$ cat config.mk
export PLATFORM = sky130hd
export DESIGN_NAME = battery_charge_sequencer
export DESIGN_NICKNAME = d
export VERILOG_FILES = /design/src/sv/bcs_pkg.sv /design/src/sv/battery_charge_sequencer.sv
export SDC_FILE = /design/constraint.sdc
export NUM_CORES = 1
export LEC_CHECK = 0
export BUFFER_PORTS_ARGS = -buffer_cell sky130_fd_sc_hd__buf_2
export CORE_ASPECT_RATIO = 0.9
export CORE_MARGIN = 1.5
export CORE_UTILIZATION = 45
export DETAILED_ROUTE_END_ITERATION = 7
export PLACE_DENSITY = 0.72
export SLEW_MARGIN = 20
export SYNTH_ARGS = -nofsm -noshare
export SYNTH_HDL_FRONTEND = slang
export SYNTH_SLANG_ARGS = --single-unit
$ cat constraint.sdc
create_clock -name clk -period 5.1 [get_ports clk]
set_input_delay 0.255 -clock clk [delete_from_list [all_inputs] [get_ports clk]]
set_output_delay 0.255 -clock clk [all_outputs]
set_load 0.005 [all_outputs]
$ cat src/sv/bcs_pkg.sv
`timescale 1ns / 1ps
`default_nettype none
// ----------------------------------------------------------------------------
// bcs_pkg: shared types and constants for the battery charge sequencer
// Holds the timing constants, phase and LED codes, register indexes and the
// packed beat types of the input and result channels.
// ----------------------------------------------------------------------------
package bcs_pkg;

  // Timing constants, in ticks.
  localparam logic [15:0] PRECHARGE_TICKS   = 16'd1024;
  localparam logic [15:0] FLOAT_TICKS       = 16'd32768;
  localparam logic [15:0] FLOAT_RELAX_TICKS = 16'd16384;
  localparam logic [7:0]  MIN_HOLD_TICKS    = 8'd16;
  localparam logic [15:0] FLAT_TICKS        = 16'd4096;

  // Significant bits of the ADC samples; the mask never exceeds 10 bits.
  localparam int          SENSE_BITS = 10;
  localparam logic [9:0]  SENSE_MASK = 10'(((1 << SENSE_BITS) - 1) & 'h3FF);

  // Charge phases.
  typedef enum logic [2:0] {
    PH_PRE    = 3'd0,
    PH_CHARGE = 3'd1,
    PH_FLOAT  = 3'd2,
    PH_DONE   = 3'd3,
    PH_IDLE   = 3'd4,
    PH_FAULT  = 3'd5
  } phase_t;

  // LED patterns.
  localparam logic [1:0] LED_OFF  = 2'd0;
  localparam logic [1:0] LED_ON   = 2'd1;
  localparam logic [1:0] LED_SLOW = 2'd2;
  localparam logic [1:0] LED_FAST = 2'd3;

  // Setpoint selects.
  localparam logic [1:0] CUR_ZERO = 2'd0;
  localparam logic [1:0] CUR_PRE  = 2'd1;
  localparam logic [1:0] CUR_FULL = 2'd2;
  localparam logic [1:0] VOL_ZERO  = 2'd0;
  localparam logic [1:0] VOL_CHG   = 2'd1;
  localparam logic [1:0] VOL_FLOAT = 2'd2;

  // Configuration register indexes.
  localparam logic [2:0] REG_MODE       = 3'd0;
  localparam logic [2:0] REG_CUTOFF_V   = 3'd1;
  localparam logic [2:0] REG_FULL_I     = 3'd2;
  localparam logic [2:0] REG_STOP_I     = 3'd3;
  localparam logic [2:0] REG_PRESENCE_I = 3'd4;
  localparam logic [2:0] REG_TOPPING_V  = 3'd5;
  localparam logic [2:0] REG_PRESENCE_V = 3'd6;

  // Input beat.
  typedef struct packed {
    logic [9:0] battery_voltage;
    logic [9:0] charge_current;
    logic       in_cv_regulation;
    logic       restart;
  } in_beat_t;

  // Result beat.
  typedef struct packed {
    logic [2:0] phase;
    logic [1:0] led_pattern;
    logic [1:0] current_select;
    logic [1:0] voltage_select;
    logic       converter_on;
  } out_beat_t;

endpackage
`default_nettype wire

$ cat src/sv/battery_charge_sequencer.sv
`timescale 1ns / 1ps
`default_nettype none
// An accepted beat's result is registered in the output register, or in the
// skid entry of the two-entry result stage while a result waits. Throughput:
// one input beat per cycle while the skid entry is empty; the phase update is
// a single pass of compares and decrements between the state registers and
// the result stage. Reset (rst, synchronous) loads the configuration defaults
// and starts the charge in precharge; no result is pending after reset.
// ----------------------------------------------------------------------------
// battery_charge_sequencer: CC/CV battery charge phase controller
// Steps precharge, charge, float, done, idle and fault once per sample beat
// and reports the phase, LED pattern, setpoint selects and converter enable.
// ----------------------------------------------------------------------------
module battery_charge_sequencer (
  input  wire logic               clk,
  input  wire logic               rst,
  input  wire logic               cfg_write,
  input  wire logic [2:0]         cfg_index,
  input  wire logic [9:0]         cfg_data,
  input  wire logic               in_valid,
  output logic                    in_ready,
  input  wire bcs_pkg::in_beat_t  in_data,
  output logic                    out_valid,
  input  wire logic               out_ready,
  output bcs_pkg::out_beat_t      out_data
);
  import bcs_pkg::*;

  // Configuration registers.
  logic [1:0] mode_bits;
  logic [9:0] start_voltage, full_current_limit, stop_current;
  logic [9:0] presence_current, recharge_voltage, presence_voltage;

  // Charge state.
  phase_t     phase_reg, phase_reg_next;
  logic [15:0] phase_timer, phase_timer_next;
  logic [9:0] min_current, min_current_next;
  logic [7:0] min_hold_count, min_hold_count_next;
  logic [15:0] flat_count, flat_count_next;
  logic [1:0] led_reg, led_reg_next;
  logic [1:0] current_sel_reg, current_sel_reg_next;
  logic [1:0] voltage_sel_reg, voltage_sel_reg_next;
  logic       converter_reg, converter_reg_next;

  // Result stage with one skid entry.
  logic       skid_valid;
  out_beat_t  skid_data;
  out_beat_t  result;

  logic       accept, take;
  logic [9:0] vs, is, ilim;

  assign accept   = in_valid && in_ready;
  assign take     = out_valid && out_ready;
  assign in_ready = !skid_valid;

  assign vs   = in_data.battery_voltage & SENSE_MASK;
  assign is   = in_data.charge_current & SENSE_MASK;
  assign ilim = full_current_limit & SENSE_MASK;

  // Configuration writes; an index past the list is ignored.
  always_ff @(posedge clk) begin
    if (rst) begin
      mode_bits          <= 2'd0;
      start_voltage      <= 10'd0;
      full_current_limit <= 10'd1023;
      stop_current       <= 10'd0;
      presence_current   <= 10'd0;
      recharge_voltage   <= 10'd0;
      presence_voltage   <= 10'd0;
    end else if (cfg_write) begin
      case (cfg_index)
        REG_MODE:       mode_bits          <= cfg_data[1:0];
        REG_CUTOFF_V:   start_voltage      <= cfg_data;
        REG_FULL_I:     full_current_limit <= cfg_data;
        REG_STOP_I:     stop_current       <= cfg_data;
        REG_PRESENCE_I: presence_current   <= cfg_data;
        REG_TOPPING_V:  recharge_voltage   <= cfg_data;
        REG_PRESENCE_V: presence_voltage   <= cfg_data;
        default: begin
        end
      endcase
    end
  end

  // Next charge state for the beat on the input.
  always_comb begin
    phase_reg_next       = phase_reg;
    phase_timer_next     = phase_timer;
    min_current_next     = min_current;
    min_hold_count_next  = min_hold_count;
    flat_count_next      = flat_count;
    led_reg_next         = led_reg;
    current_sel_reg_next = current_sel_reg;
    voltage_sel_reg_next = voltage_sel_reg;
    converter_reg_next   = converter_reg;
    if (in_data.restart) begin
      phase_reg_next       = PH_PRE;
      phase_timer_next     = PRECHARGE_TICKS;
      led_reg_next         = LED_SLOW;
      current_sel_reg_next = CUR_PRE;
      voltage_sel_reg_next = VOL_CHG;
      min_current_next     = ilim;
      min_hold_count_next  = MIN_HOLD_TICKS;
      flat_count_next      = FLAT_TICKS;
      converter_reg_next   = 1'b1;
    end else begin
      case (phase_reg)
        PH_PRE: begin
          led_reg_next = LED_SLOW;
          if (vs < (start_voltage & SENSE_MASK)) begin
            if (phase_timer != 16'd0) phase_timer_next = phase_timer - 16'd1;
            else phase_reg_next = PH_FAULT;
          end else begin
            phase_reg_next       = PH_CHARGE;
            current_sel_reg_next = CUR_FULL;
          end
        end
        PH_CHARGE: begin
          led_reg_next = LED_SLOW;
          // Debounced minimum tracking while the converter holds CV.
          if (in_data.in_cv_regulation) begin
            if (is < min_current) begin
              if (min_hold_count != 8'd0) begin
                min_hold_count_next = min_hold_count - 8'd1;
              end else begin
                min_current_next    = is;
                min_hold_count_next = MIN_HOLD_TICKS;
                flat_count_next     = FLAT_TICKS;
              end
            end else begin
              min_hold_count_next = MIN_HOLD_TICKS;
              if (flat_count != 16'd0) flat_count_next = flat_count - 16'd1;
            end
          end else begin
            min_hold_count_next = MIN_HOLD_TICKS;
            flat_count_next     = FLAT_TICKS;
            min_current_next    = ilim;
          end
          // End of charge uses the freshly updated tracker values.
          if (min_current_next < (stop_current & SENSE_MASK) || flat_count_next == 16'd0)
          begin
            if (mode_bits[0]) begin
              phase_reg_next       = PH_FLOAT;
              phase_timer_next     = FLOAT_TICKS;
              voltage_sel_reg_next = VOL_FLOAT;
            end else if (min_current_next < (presence_current & SENSE_MASK)) begin
              phase_reg_next = PH_IDLE;
            end else begin
              phase_reg_next = PH_DONE;
            end
          end
        end
        PH_FLOAT: begin
          led_reg_next = LED_ON;
          if (phase_timer != 16'd0) phase_timer_next = phase_timer - 16'd1;
          else phase_reg_next = PH_DONE;
          // Early exit once the battery is removed during the relaxed part.
          if (mode_bits[0] && phase_timer_next < FLOAT_RELAX_TICKS &&
              is < (presence_current & SENSE_MASK)) begin
            phase_reg_next = PH_IDLE;
          end
        end
        PH_IDLE: begin
          led_reg_next         = LED_OFF;
          voltage_sel_reg_next = VOL_ZERO;
          current_sel_reg_next = CUR_ZERO;
          converter_reg_next   = 1'b0;
        end
        PH_FAULT: begin
          led_reg_next         = LED_FAST;
          voltage_sel_reg_next = VOL_ZERO;
          current_sel_reg_next = CUR_ZERO;
          converter_reg_next   = 1'b0;
        end
        PH_DONE: begin
          led_reg_next = LED_ON;
          if (mode_bits[1]) begin
            // Standby: recharge a connected battery that has sagged.
            if (vs < (recharge_voltage & SENSE_MASK) &&
                vs > (presence_voltage & SENSE_MASK)) begin
              phase_reg_next       = PH_CHARGE;
              current_sel_reg_next = CUR_FULL;
              voltage_sel_reg_next = VOL_CHG;
              min_current_next     = ilim;
              min_hold_count_next  = MIN_HOLD_TICKS;
              flat_count_next      = FLAT_TICKS;
              converter_reg_next   = 1'b1;
            end else begin
              voltage_sel_reg_next = VOL_ZERO;
              current_sel_reg_next = CUR_ZERO;
              converter_reg_next   = 1'b0;
              if (vs < (presence_voltage & SENSE_MASK)) phase_reg_next = PH_IDLE;
            end
          end else begin
            phase_reg_next = PH_IDLE;
          end
        end
        default: begin
        end
      endcase
    end
  end

  // State registers advance on each accepted beat.
  always_ff @(posedge clk) begin
    if (rst) begin
      phase_reg       <= PH_PRE;
      phase_timer     <= PRECHARGE_TICKS;
      min_current     <= 10'd1023 & SENSE_MASK;
      min_hold_count  <= MIN_HOLD_TICKS;
      flat_count      <= FLAT_TICKS;
      led_reg         <= LED_SLOW;
      current_sel_reg <= CUR_PRE;
      voltage_sel_reg <= VOL_CHG;
      converter_reg   <= 1'b1;
    end else if (accept) begin
      phase_reg       <= phase_reg_next;
      phase_timer     <= phase_timer_next;
      min_current     <= min_current_next;
      min_hold_count  <= min_hold_count_next;
      flat_count      <= flat_count_next;
      led_reg         <= led_reg_next;
      current_sel_reg <= current_sel_reg_next;
      voltage_sel_reg <= voltage_sel_reg_next;
      converter_reg   <= converter_reg_next;
    end
  end

  // Result beat is the state as it stands after the tick.
  always_comb begin
    result.phase          = phase_reg_next;
    result.led_pattern    = led_reg_next;
    result.current_select = current_sel_reg_next;
    result.voltage_select = voltage_sel_reg_next;
    result.converter_on   = converter_reg_next;
  end

  // Output register and skid entry control.
  always_ff @(posedge clk) begin
    if (rst) begin
      out_valid  <= 1'b0;
      skid_valid <= 1'b0;
    end else if (skid_valid) begin
      if (take) begin
        out_valid  <= 1'b1;
        skid_valid <= 1'b0;
      end
    end else if (accept) begin
      if (!out_valid || take) out_valid <= 1'b1;
      else skid_valid <= 1'b1;
    end else if (take) begin
      out_valid <= 1'b0;
    end
  end

  // Payload of the result stage.
  always_ff @(posedge clk) begin
    if (skid_valid) begin
      if (take) out_data <= skid_data;
    end else if (accept) begin
      if (!out_valid || take) out_data <= result;
      else skid_data <= result;
    end
  end

  // A beat held in the skid entry always has one ahead of it.
  a_skid_behind_out: assert property (@(posedge clk) disable iff (rst)
    skid_valid |-> out_valid)
    else $error("skid entry valid with no result pending");

  // A beat accepted while the result stalls lands in the skid entry.
  a_stall_to_skid: assert property (@(posedge clk) disable iff (rst)
    (accept && out_valid && !out_ready) |=> skid_valid)
    else $error("beat lost while result stalled");

  // A stopped converter has both setpoints at zero.
  a_stop_selects: assert property (@(posedge clk) disable iff (rst)
    !converter_reg |-> (current_sel_reg == CUR_ZERO && voltage_sel_reg == VOL_ZERO))
    else $error("converter off with a live setpoint");

  // Fault is left only by a restart.
  a_fault_sticky: assert property (@(posedge clk) disable iff (rst)
    (phase_reg == PH_FAULT && !(accept && in_data.restart)) |=> phase_reg == PH_FAULT)
    else $error("fault left without restart");

endmodule
`default_nettype wire

# Yosys cells after proc, flatten, opt, wreduce, memory -nomap -nowiden
# Cells that the tools add are included.
# classes
n_addsub,3
mul,0
n_div,0
order_cmp,9
n_eq_ne,18
n_shift,0
muxes,76
bitwise_logic,2
reduce_logical,35
# ops
operator,count
2-to-1 mux 16 bit,16
2-to-1 mux 10 bit,12
< comparator 10 bit,7
2-to-1 mux 8 bit,6
one-hot mux 16 bit (3 select lines),1
2-to-1 mux 3 bit,11
one-hot mux 16 bit (2 select lines),1
nonzero test 16 bit,2
subtractor 16 x 1 -> 16 bit (second input constant),2
one-hot mux 10 bit (2 select lines),1
2-to-1 mux 2 bit,9
zero test 16 bit,1
< comparator 16 x 15 -> 1 bit (second input constant),1
one-hot mux 8 bit (2 select lines),1
== test 3 bit (second input constant),5
!= test 3 bit (second input constant),5
AND reduction 2 bit,7
2-to-1 mux 1 bit,13
== test 3 x 2 -> 1 bit (second input constant),4
one-hot mux 2 bit (3 select lines),2
one-hot mux 3 bit (4 select lines),1
> comparator 10 bit,1
AND reduction 3 bit,3
one-hot mux 2 bit (4 select lines),1
other kinds (17),30
# totals
reg_bits,144
latch_bits,0
mem_bits_rw,0
mem_bits_ro,0
output_inout_bits,12
memories,0

# Logic depth before layout (Yosys ltp)
# Gate-level depths: netlist (run 1).
# logic_depth
depth_word,15
depth_mapped,21
ltp_nobuf,19

# Worst setup path after synthesis (run 1)
# Ideal clock, no wire load.
# synth_path
path_kind,register -> register
startpoint,register min_hold_count[0]
endpoint,"register out_data[7] (netlist name), data pin"
arrival_time_ps,4021
required_time_ps,4835
setup_slack_ps,814
path_stages_with_launch,22
path_buffers,3
synth_period_minus_slack_ps,4286
path_cell_list,dfxtp_1 inv_1 ha_1 or4b_4 nor3_2 nand2b_1 buf_2 nor3_1 clkbuf_1 nand2_1 a31oi_1 ha_1 a21o_1 a21o_1 a21o_1 a31oi_1 o21ai_0 a31o_2 a21bo_1 buf_4 o21ba_2 o211ai_1
# synth_via
elab_chain_cells,15
# synth_lines
element,line,rtl
"start, declared",battery_charge_sequencer.sv:38,"logic [7:0] min_hold_count, min_hold_count_next;"
"start signal, assigned",battery_charge_sequencer.sv:221,min_hold_count <= min_hold_count_next;
nonzero test 8 bit (*),battery_charge_sequencer.sv:124,if (min_hold_count != 8'd0) begin
2-to-1 mux 10 bit,battery_charge_sequencer.sv:124,
2-to-1 mux 10 bit,battery_charge_sequencer.sv:123,if (is < min_current) begin
2-to-1 mux 10 bit,battery_charge_sequencer.sv:122,if (in_data.in_cv_regulation) begin
2-to-1 mux 10 bit,battery_charge_sequencer.sv:108,case (phase_reg)
2-to-1 mux 10 bit,battery_charge_sequencer.sv:97,if (in_data.restart) begin
< comparator 10 bit,battery_charge_sequencer.sv:147,end else if (min_current_next < (presence_current & SENSE_MASK)) begin
2-to-1 mux 3 bit,battery_charge_sequencer.sv:147,
2-to-1 mux 3 bit,battery_charge_sequencer.sv:143,if (mode_bits[0]) begin
2-to-1 mux 3 bit (*),battery_charge_sequencer.sv:141,if (min_current_next < (stop_current & SENSE_MASK) || flat_count_next == 16'd0)
one-hot mux 3 bit (4 select lines) (*),battery_charge_sequencer.sv:108,
2-to-1 mux 3 bit (*),battery_charge_sequencer.sv:97,
2-to-1 mux 10 bit (*),battery_charge_sequencer.sv:262,if (!out_valid || take) out_data <= result;
2-to-1 mux 10 bit (*),battery_charge_sequencer.sv:261,end else if (accept) begin
2-to-1 mux 10 bit (*),battery_charge_sequencer.sv:259,if (skid_valid) begin
"end signal, assigned",battery_charge_sequencer.sv:260,if (take) out_data <= skid_data;
"end signal, assigned",battery_charge_sequencer.sv:262,
"end, declared",battery_charge_sequencer.sv:25,output bcs_pkg::out_beat_t out_data
# Mark *: on every way between the ends. The rest lies on a longest branch, timed or not. The select of a mux whose other input is x is not followed.
# A chain may end at the register's enable or synchronous reset.

# Worst setup path in the final report (run 1)
# layout_path
startpoint,register min_current[7]
endpoint,"register out_data[9] (netlist name), data pin"
# layout_via
elab_chain_cells,14
# layout_lines
element,line,rtl
"start, declared",battery_charge_sequencer.sv:37,"logic [9:0] min_current, min_current_next;"
"start signal, assigned",battery_charge_sequencer.sv:210,min_current <= 10'd1023 & SENSE_MASK;
"start signal, assigned",battery_charge_sequencer.sv:220,min_current <= min_current_next;
< comparator 10 bit / 2-to-1 mux 10 bit (equally long branches),"battery_charge_sequencer.sv:123, battery_charge_sequencer.sv:124",
2-to-1 mux 10 bit,battery_charge_sequencer.sv:123,
2-to-1 mux 10 bit,battery_charge_sequencer.sv:122,
2-to-1 mux 10 bit,battery_charge_sequencer.sv:108,
2-to-1 mux 10 bit,battery_charge_sequencer.sv:97,
< comparator 10 bit,battery_charge_sequencer.sv:147,
2-to-1 mux 3 bit,battery_charge_sequencer.sv:147,
2-to-1 mux 3 bit,battery_charge_sequencer.sv:143,
2-to-1 mux 3 bit (*),battery_charge_sequencer.sv:141,
one-hot mux 3 bit (4 select lines) (*),battery_charge_sequencer.sv:108,
2-to-1 mux 3 bit (*),battery_charge_sequencer.sv:97,
2-to-1 mux 10 bit (*),battery_charge_sequencer.sv:262,
2-to-1 mux 10 bit (*),battery_charge_sequencer.sv:261,
2-to-1 mux 10 bit (*),battery_charge_sequencer.sv:259,
# Marked as above.

==> results of run 1 <==
worst max path at each step:
stage	to	slack (ns)	cells after the start
3_3_place_gp	out_data[9]$_DFFE_PP_	0.62	19
3_5_place_dp	out_data[9]$_DFFE_PP_	0.57	19
4_1_cts	out_data[9]$_DFFE_PP_	0.54	19
5_1_grt	out_data[9]$_DFFE_PP_	0.12	19
6_report	out_data[9]$_DFFE_PP_	0.49	19
2_1_floorplan	out_data[7]$_DFFE_PP_	0.81	21
cell type report:
class | count | area share
clock buffer | 19 | 0.0445
inverter | 79 | 0.0305
tap | 250 | 0.0322
multi-input combinational | 857 | 0.531
timing repair buffer | 57 | 0.0311
sequential | 144 | 0.317
clock inverter | 12 | 0.0140
per-stage QoR:
step	power [uW]	area, um^2	cells	util
after floorplan	1600	8730	1129	-
after global placement	1750	9150	1387	0.479
after detailed placement	1750	9160	1387	0.480
after CTS	2980	9730	1418	0.509
after global routing	3110	9730	1418	0.509
final	2970	9730	1418	0.509
layout by cell type, fill, tap and decap left out, types with 17 or more instances in the layout:
cell type | netlist | layout
nand2_1 | 235 | 235
dfxtp_1 | 124 | 124
edfxtp_1 | 20 | 20
nand3_1 | 20 | 20
clkbuf_16 | 0 | 17
buf_2 | 3 | 50
nand2b_1 | 21 | 21
nor3_1 | 24 | 23
o21ai_0 | 51 | 51
nor2_1 | 81 | 81
a21oi_1 | 107 | 107
inv_1 | 78 | 78
ha_1 | 67 | 67
a31oi_1 | 25 | 25
worst max-delay path: stages, from the launching register on:
cell,delay [ns]
dfxtp_1,0.35
inv_1,0.05
ha_1,0.29
a211o_1,0.27
o211ai_1,0.16
o311ai_4,0.22
nor3_1,0.41
buf_4,0.23
nand2_1,0.07
a31oi_1,0.22
ha_1,0.30
a21o_1,0.17
a21o_1,0.17
a21o_1,0.17
a31oi_1,0.17
o21ai_0,0.11
a31o_2,0.25
a21bo_1,0.40
a31oi_1,0.22
o31ai_1,0.22
kinds of logic after synthesis:
logic type               Yosys count  synth area share
multiplexers                      11            0.0138
XOR/XNOR                           4           0.00402
AO/OA/AOI/OAI                    305             0.229
adder cells (fa/ha/maj)           67            0.0961
AND/OR/NAND/NOR                  470             0.248
buffers and inverters            128            0.0563
flip-flops                       144             0.353
routing by layer:
layer / global-route usage / routed length [um] / up-vias
met2: 0.365 / 10400 / 290
met4: 0.0703 / 386 / 0
met3: 0.0449 / 1470 / 32
met1: 0.345 / 11100 / 3862
met5: 0 / 0 / -
li1: - / - / 4089
where the power goes:
group	switching (uW)	internal, uW	total (uW)
clock network	509	720	1230
registers	39.3	1200	1240
logic	320	185	504
==> results.md, run 1 <==
* Status: finished clean
* Routed wire per std cell at 16.4 um
* Final TNS setup at 0 ns
* DIE AREA at 0.0202 mm^2
* RSZ-0062 raised after global routing: no
* PwrDens at 305 mW/mm^2
* Post CTS Setup Buffer Count at 0
* Max Clk Rate at 217 MHz
* Gate Count Post-Synth at 1129
* Top post-synthesis cells by area: dfxtp_1 28%, nand2_1 10%, ha_1 9.6%, edfxtp_1 6.9%, a21oi_1 6.1%
* Crit path DAT at 4.87 ns
* Worst-margin pin slew at 1.08 ns
* Number of nets still failing antenna checks after routing at 0
* Worst vdd ir at 0.240 mV
* Biggest regs: flat_count (16), phase_timer (16)
* Dominant cell by count in the synthesized netlist: nand2_1
* Tot GR Track Use at 0.240
* Resized Gates After CTS at 0
* Global-route wire length before repair at 38700 um
* Max_cap viols at 0
* Final WS setup at 0.491 ns
* Clock Latency Late Sink at 0.43 ns
* Vias at 8273
* Post-synth net total at 1236
* Critical Path Start Type: flip-flop
* Hold path start: out_ready
* DRT iter0 DRCs at 812
* # IOs at 52
* FP Rows at 48
* Clock skew at 0.0114 ns
* Layout net count at 1263
* Hold Vio Cnt, Final at 0
* Seq/Total Area, Yosys at 0.353
* Synthesized area at 0.00873 mm^2
* Final setup fails at 0
* Seq cells post-synth at 144
* CTS clk-pin slew, worst paths at 0.06 ns
* Leak at 0.00376 uW
* Antenna diodes at 0
* Reg-to-Reg End: out_data[9]$_DFFE_PP_
* Reg2reg start: min_current[7]$_SDFFE_PP1P_
* Most instantiated cells after synthesis: 235 x nand2_1, 124 x dfxtp_1, 107 x a21oi_1
* Period utilisation layout at 0.904
* Slew margin rel. at 0.283
* Max Root-Sink Buffers at 2
* Initial core utilization at 0.457
* DRT Wirelength at 23300 um
* Final Critical Period at 4.61 ns
* Fill cells at 1879
* WHS Endpoint: skid_valid$_SDFF_PP0_
* Fraction of layout cells with a size suffix above 1 at 0.0993
* Final GP Congestion at 0.963
* Worst min-delay path category: in2reg
* Synth top area share at 0.284
* CTS tree: yes
* H-tree depth at 4
* Ys flop type: dfxtp_1
* Worst setup path category: reg2reg
* Synth unique cells at 71
* Placement Setup Slack at 0.573 ns
* Worst Setup SP: min_current[7]$_SDFFE_PP1P_
* Setup crit end kind: flip-flop
* Detailed Routing Iterations Pass 1 at 5
* CTS Hold Bufs at 0
* Syn Area/Cell at 7.73 um^2
* Core area at 0.0191 mm^2
* Hold Path Cell Cnt at 2
* Initial antenna violation count at 0
* Crit path max fanout at 12
* Root buffer cell: clkbuf_16
* Worst r2r path cells at 19
* Critical path required time at 5.36 ns
* Detailed-route DRC error count at 0
* Final Max Slew Viols at 0
* GRT overflow at 0
* Buffers added on ports at 51
* FFs w/ async S/R, synth at 0
* Die H at 135 um
* Sequential Area at 0.00308 mm^2
* Largest net degree at the start of global routing at 102
* CTS sink cnt at 144
* Area of the multi-input gates at 0.00516 mm^2
* Die Wd at 150 um
* Area delta synth->final at 11.5%
* Hold WS at 0.0197 ns
* Vias in the first global route at 7559
* Synth warn at 0
* EDFF count, synth at 20
* Yosys top cell by area: dfxtp_1
* CTS Buf Count at 17
* DP HPWL at 16600 um
* Internal reg-to-reg setup slack at 0.49 ns
* Vias per inst at 5.83
No activity file was read; power rests on OpenSTA's default activity.
==> run 2: changes to the inputs <==
- PLACE_DENSITY: 0.72 -> unset
==> results.md, run 2 (synthesized netlist as in run 1, its figures left out) <==
* Core area at 0.0191 mm^2 (unchanged)
* Vias in the first global route at 7551 (was 7559)
* Max_cap viols at 0 (unchanged)
* DP HPWL at 16800 um (was 16600 um)
* Hold Vio Cnt, Final at 0 (unchanged)
* Largest net degree at the start of global routing at 102 (unchanged)
* CTS Hold Bufs at 0 (unchanged)
* Post CTS Setup Buffer Count at 0 (unchanged)
* DIE AREA at 0.0202 mm^2 (unchanged)
* Status: finished clean (unchanged)
* Initial core utilization at 0.457 (unchanged)
* Root buffer cell: clkbuf_16 (unchanged)
* RSZ-0062 raised after global routing: no (unchanged)
* Resized Gates After CTS at 0 (unchanged)
* Worst vdd ir at 0.190 mV (was 0.240 mV)
* Leak at 0.00378 uW (was 0.00376 uW)
* Most common cell after layout, fill and taps aside: nand2_1 (unchanged)
* Biggest regs: flat_count (16), phase_timer (16) (unchanged)
* Final Critical Period at 4.66 ns (was 4.61 ns)
* Slew margin rel. at 0.292 (was 0.283)
* Final TNS setup at 0 ns (unchanged)
* Max Root-Sink Buffers at 2 (unchanged)
* Vias at 8186 (was 8273)
* Detailed Routing Iterations Pass 1 at 5 (unchanged)
* Area delta synth->final at 11.8% (was 11.5%)
* H-tree depth at 4 (unchanged)
* Critical path required time at 5.25 ns (was 5.36 ns)
* Max Clk Rate at 215 MHz (was 217 MHz)
* Crit path max fanout at 11 (was 12)
* PwrDens at 308 mW/mm^2 (was 305 mW/mm^2)
* Detailed-route DRC error count at 0 (unchanged)
* Crit path DAT at 4.81 ns (was 4.87 ns)
* FP Rows at 48 (unchanged)
* CTS tree: yes (unchanged)
* Routed wire per std cell at 16.7 um (was 16.4 um)
* CTS sink cnt at 144 (unchanged)
* Hold WS at 0.0308 ns (was 0.0197 ns)
* Die Wd at 150 um (unchanged)
* Worst min-delay path category: in2reg (unchanged)
* DRT Wirelength at 23700 um (was 23300 um)
* Global-route wire length before repair at 39200 um (was 38700 um)
* Final WS setup at 0.440 ns (was 0.491 ns)
* Number of nets still failing antenna checks after routing at 0 (unchanged)
* CTS Buf Count at 17 (unchanged)
* Buffers added on ports at 51 (unchanged)
* GRT overflow at 0 (unchanged)
* Clock Latency Late Sink at 0.43 ns (about the same)
* Worst-margin pin slew at 1.06 ns (was 1.08 ns)
* Clock skew at 0.0119 ns (was 0.0114 ns)
* Initial antenna violation count at 0 (unchanged)
* Final setup fails at 0 (unchanged)
* Fraction of layout cells with a size suffix above 1 at 0.102 (was 0.0993)
* Final GP Congestion at 0.889 (was 0.963)
* Tot GR Track Use at 0.245 (was 0.240)
* # IOs at 52 (unchanged)
* Commonest non-fill, non-tap cells in the layout: 235 x nand2_1, 124 x dfxtp_1, 107 x a21oi_1 (unchanged)
* CTS clk-pin slew, worst paths at 0.06 ns (about the same)
* Antenna diodes at 0 (unchanged)
* Critical Path Start Type: flip-flop (unchanged)
* Setup crit end kind: flip-flop (unchanged)
* Period utilisation layout at 0.914 (was 0.904)
* Fill cells at 1868 (was 1879)
* Final Max Slew Viols at 0 (unchanged)
* DRT iter0 DRCs at 762 (was 812)
* Die H at 135 um (unchanged)
* Worst setup path category: reg2reg (unchanged)
* Placement Setup Slack at 0.505 ns (was 0.573 ns)
* Vias per inst at 5.77 (was 5.83)
* Area of the multi-input gates at 0.00516 mm^2 (about the same)
* Layout net count at 1263 (unchanged)
* Sequential Area at 0.00308 mm^2 (unchanged)
-- run 2: area by class of cell --
cell class | instances | share of cell area
Clock buffer | 22 | 0.0518
Clock inverter | 10 | 0.0100
Inverter | 79 | 0.0304
Multi-Input combinational cell | 857 | 0.529
Sequential cell | 144 | 0.316
Tap cell | 250 | 0.0321
Timing Repair Buffer | 57 | 0.0310
-- run 2: stage by stage --
stage | utilization | instance area [um^2] | std cells | total power [uW]
finish | 0.511 | 9760 | 1419 | 3000
global route | 0.511 | 9760 | 1419 | 3150
CTS | 0.511 | 9760 | 1419 | 3030
detailed placement | 0.479 | 9150 | 1387 | 1760
global placement | 0.479 | 9150 | 1387 | 1750
floorplan | - | 8730 | 1129 | 1600
-- run 2: routing by layer --
metal  GRT usage  share of wire  vias up  routed length, um
met3      0.0389          0.047       21               1100
met1       0.356           0.49     3860              11700
met5           0              0        -                  0
met4      0.0577         0.0094        0                222
li1            -              -     4086                  -
met2       0.378           0.45      219              10700
-- run 2: worst max-delay path, cell delays in order, from the launching register on --
cell and delay, ns:
dfxtp_1 0.34, inv_1 0.07, ha_1 0.19, or4b_4 0.49, nor3_2 0.16, nand2b_1 0.26
nor3_1 0.30, buf_4 0.23, nand2_1 0.08, a31oi_1 0.25, ha_1 0.31, a21oi_1 0.16
nor2b_1 0.06, o21ai_0 0.15, a21oi_1 0.09, o21a_1 0.18, a211o_1 0.27, nor3_1 0.36
nor2_1 0.10, a21boi_1 0.24, o31ai_1 0.10
-- run 2: path summary, 6_finish.rpt --
kind,start,endpoint,slack (ns),depth (start not counted)
worst min-delay path,out_ready,skid_valid$_SDFF_PP0_,0.03,2
worst max-delay path,min_hold_count[0]$_SDFFE_PP0P_,out_data[8]$_DFFE_PP_,0.44,20
worst min register to register,start_voltage[8]$_SDFFE_PP0P_,start_voltage[8]$_SDFFE_PP0P_,0.45,2
worst max register to register,min_hold_count[0]$_SDFFE_PP0P_,out_data[8]$_DFFE_PP_,0.44,20
-- run 2: power breakdown --
part | internal [uW] | switching (uW) | total, uW | leakage, uW
logic | 184 | 320 | 504 | 0.00229
clock network | 756 | 510 | 1270 | 0.000295
registers | 1200 | 39.1 | 1230 | 0.00119
total | 2140 | 869 | 3000 | 0.00378
==> run 3: changes to the inputs <==
- CORE_UTILIZATION: 45 -> 58
- PLACE_DENSITY: unset -> 0.77
==> results.md, run 3 (synthesized netlist as in run 1, its figures left out) <==
* Initial core utilization at 0.593 (was 0.457)
* Crit path max fanout at 10 (was 11)
* Final Max Slew Viols at 0 (unchanged)
* Worst min-delay path category: in2reg (unchanged)
* Resized Gates After CTS at 0 (unchanged)
* DP HPWL at 16100 um (was 16800 um)
* RSZ-0062 raised after global routing: no (unchanged)
* Buffers added on ports at 51 (unchanged)
* Layout net count at 1263 (unchanged)
* Reg2reg start: min_current[7]$_SDFFE_PP1P_ (was min_hold_count[0]$_SDFFE_PP0P_)
* Die Wd at 132 um (was 150 um)
* DRT Wirelength at 23200 um (was 23700 um)
* Detailed-route DRC error count at 0 (unchanged)
* H-tree depth at 4 (unchanged)
* Largest net degree at the start of global routing at 110 (was 102)
* Area delta synth->final at 11.6% (was 11.8%)
* Root buffer cell: clkbuf_16 (unchanged)
* Leak at 0.00380 uW (was 0.00378 uW)
* Setup crit end kind: flip-flop (unchanged)
* Hold Vio Cnt, Final at 0 (unchanged)
* Initial antenna violation count at 0 (unchanged)
* CTS Buf Count at 17 (unchanged)
* Clock skew at 0.00947 ns (was 0.0119 ns)
* Vias in the first global route at 7554 (was 7551)
* Post CTS Setup Buffer Count at 0 (unchanged)
* Area of the multi-input gates at 0.00516 mm^2 (about the same)
* Commonest non-fill, non-tap cells in the layout: 235 x nand2_1, 124 x dfxtp_1, 107 x a21oi_1 (unchanged)
* Period utilisation layout at 0.926 (was 0.914)
* Final TNS setup at 0 ns (unchanged)
* CTS Hold Bufs at 0 (unchanged)
* Critical path required time at 5.27 ns (was 5.25 ns)
* Biggest regs: flat_count (16), phase_timer (16) (unchanged)
* Detailed Routing Iterations Pass 1 at 6 (was 5)
* Hold path start: out_ready (unchanged)
* DRT iter0 DRCs at 884 (was 762)
* Max Clk Rate at 212 MHz (was 215 MHz)
* FP Rows at 42 (was 48)
* Status: finished clean (unchanged)
* CTS sink cnt at 144 (unchanged)
* GRT overflow at 0 (unchanged)
* Fin cells at 1367 (was 1419)
* Final setup fails at 0 (unchanged)
* Max Root-Sink Buffers at 2 (unchanged)
* Crit path DAT at 4.89 ns (was 4.81 ns)
* CTS clk-pin slew, worst paths at 0.07 ns (was 0.06 ns)
* Antenna diodes at 0 (unchanged)
* Vias per inst at 6.10 (was 5.77)
* Fill cells at 1281 (was 1868)
* Die H at 119 um (was 135 um)
* Critical Path Start Type: flip-flop (unchanged)
* Worst-margin pin slew at 0.977 ns (was 1.06 ns)
* Final Critical Period at 4.72 ns (was 4.66 ns)
* CTS tree: yes (unchanged)
* Vias at 8338 (was 8186)
* Number of nets still failing antenna checks after routing at 0 (unchanged)
* Routed wire per std cell at 17.0 um (was 16.7 um)
* Placed Cells incl. Taps at 1334 (was 1387)
* Final GP Congestion at 0.932 (was 0.889)
* Fin util at 0.662 (was 0.511)
* Max_cap viols at 0 (unchanged)
* Worst setup path category: reg2reg (unchanged)
* Core area at 0.0147 mm^2 (was 0.0191 mm^2)
* Sequential Area at 0.00308 mm^2 (unchanged)
* Most common cell after layout, fill and taps aside: nand2_1 (unchanged)
* Tot GR Track Use at 0.301 (was 0.245)
* Slew margin rel. at 0.343 (was 0.292)
* # IOs at 52 (unchanged)
* Fraction of layout cells with a size suffix above 1 at 0.101 (was 0.102)
* Global-route wire length before repair at 38000 um (was 39200 um)
* Worst Setup SP: min_current[7]$_SDFFE_PP1P_ (was min_hold_count[0]$_SDFFE_PP0P_)
* Worst vdd ir at 0.245 mV (was 0.190 mV)
* DIE AREA at 0.0158 mm^2 (was 0.0202 mm^2)
* PwrDens at 316 mW/mm^2 (was 308 mW/mm^2)
* Clock Latency Late Sink at 0.44 ns (was 0.43 ns)
[run 3: cell types whose count changed in the layout (fill, tap and decap cells not counted), sizes merged]
cell / before / now
clkinvlp: 2 / 4
clkinv: 4 / 1
clkbuf: 22 / 21
bufinv: 1 / 3
[run 3: report_power, final]
| group | internal, uW | switching [uW] |
|---|---|---|
| Combinational | 187 | 324 |
| Clock | 820 | 516 |
| Sequential | 1200 | 39.3 |
| Total | 2200 | 879 |
[run 3: path summary, 6_finish.rpt]
path	endpoint	slack, ns	cells past startpoint
worst max register to register	out_data[8]$_DFFE_PP_	0.38	19
worst max-delay path	out_data[8]$_DFFE_PP_	0.38	19
worst min-delay path	skid_valid$_SDFF_PP0_	0.02	2
worst min register to register	presence_voltage[7]$_SDFFE_PP0P_	0.45	2
[run 3: area by class of cell]
cell class	instances	area share
clock buffers	21	0.0488
clock inverters	11	0.0155
inverters	79	0.0304
multi-input cells	857	0.530
flip-flops and latches	144	0.317
well taps	198	0.0254
repair buffers	57	0.0331
[run 3: through the flow]
stage	total power (uW)	hold WS [ns]	area, um^2	worst slack [ns]
final	3080	0.0202	9740	0.377
after global routing	3210	0.0211	9740	0.0373
after CTS	3080	0.0111	9710	0.467
after detailed placement	1750	0.446	9080	0.477
after global placement	1740	0.437	9080	0.513
after floorplan	1600	0.355	8730	0.814
[run 3: per-layer routing]
metal,vias up,GRT usage,part of all wire
met3,40,0.0690,0.061
met1,3917,0.420,0.48
li1,4087,-,-
met5,-,0,0
met2,294,0.465,0.44
met4,0,0.0865,0.017
[run 3: critical path: stages (launching register included)]
cell and delay [ns]:
dfxtp_1 0.35, inv_1 0.05, ha_1 0.28, a211o_1 0.26, o211ai_1 0.15, o311ai_4 0.21, nor3_1 0.60, buf_4 0.30
nand2_1 0.09, a31oi_1 0.26, ha_1 0.30, o21a_1 0.18, o21ai_0 0.15, a21oi_1 0.08, o21a_1 0.19, a211o_1 0.25
nor3_1 0.32, nor2_1 0.11, a21boi_1 0.22, o31ai_1 0.09
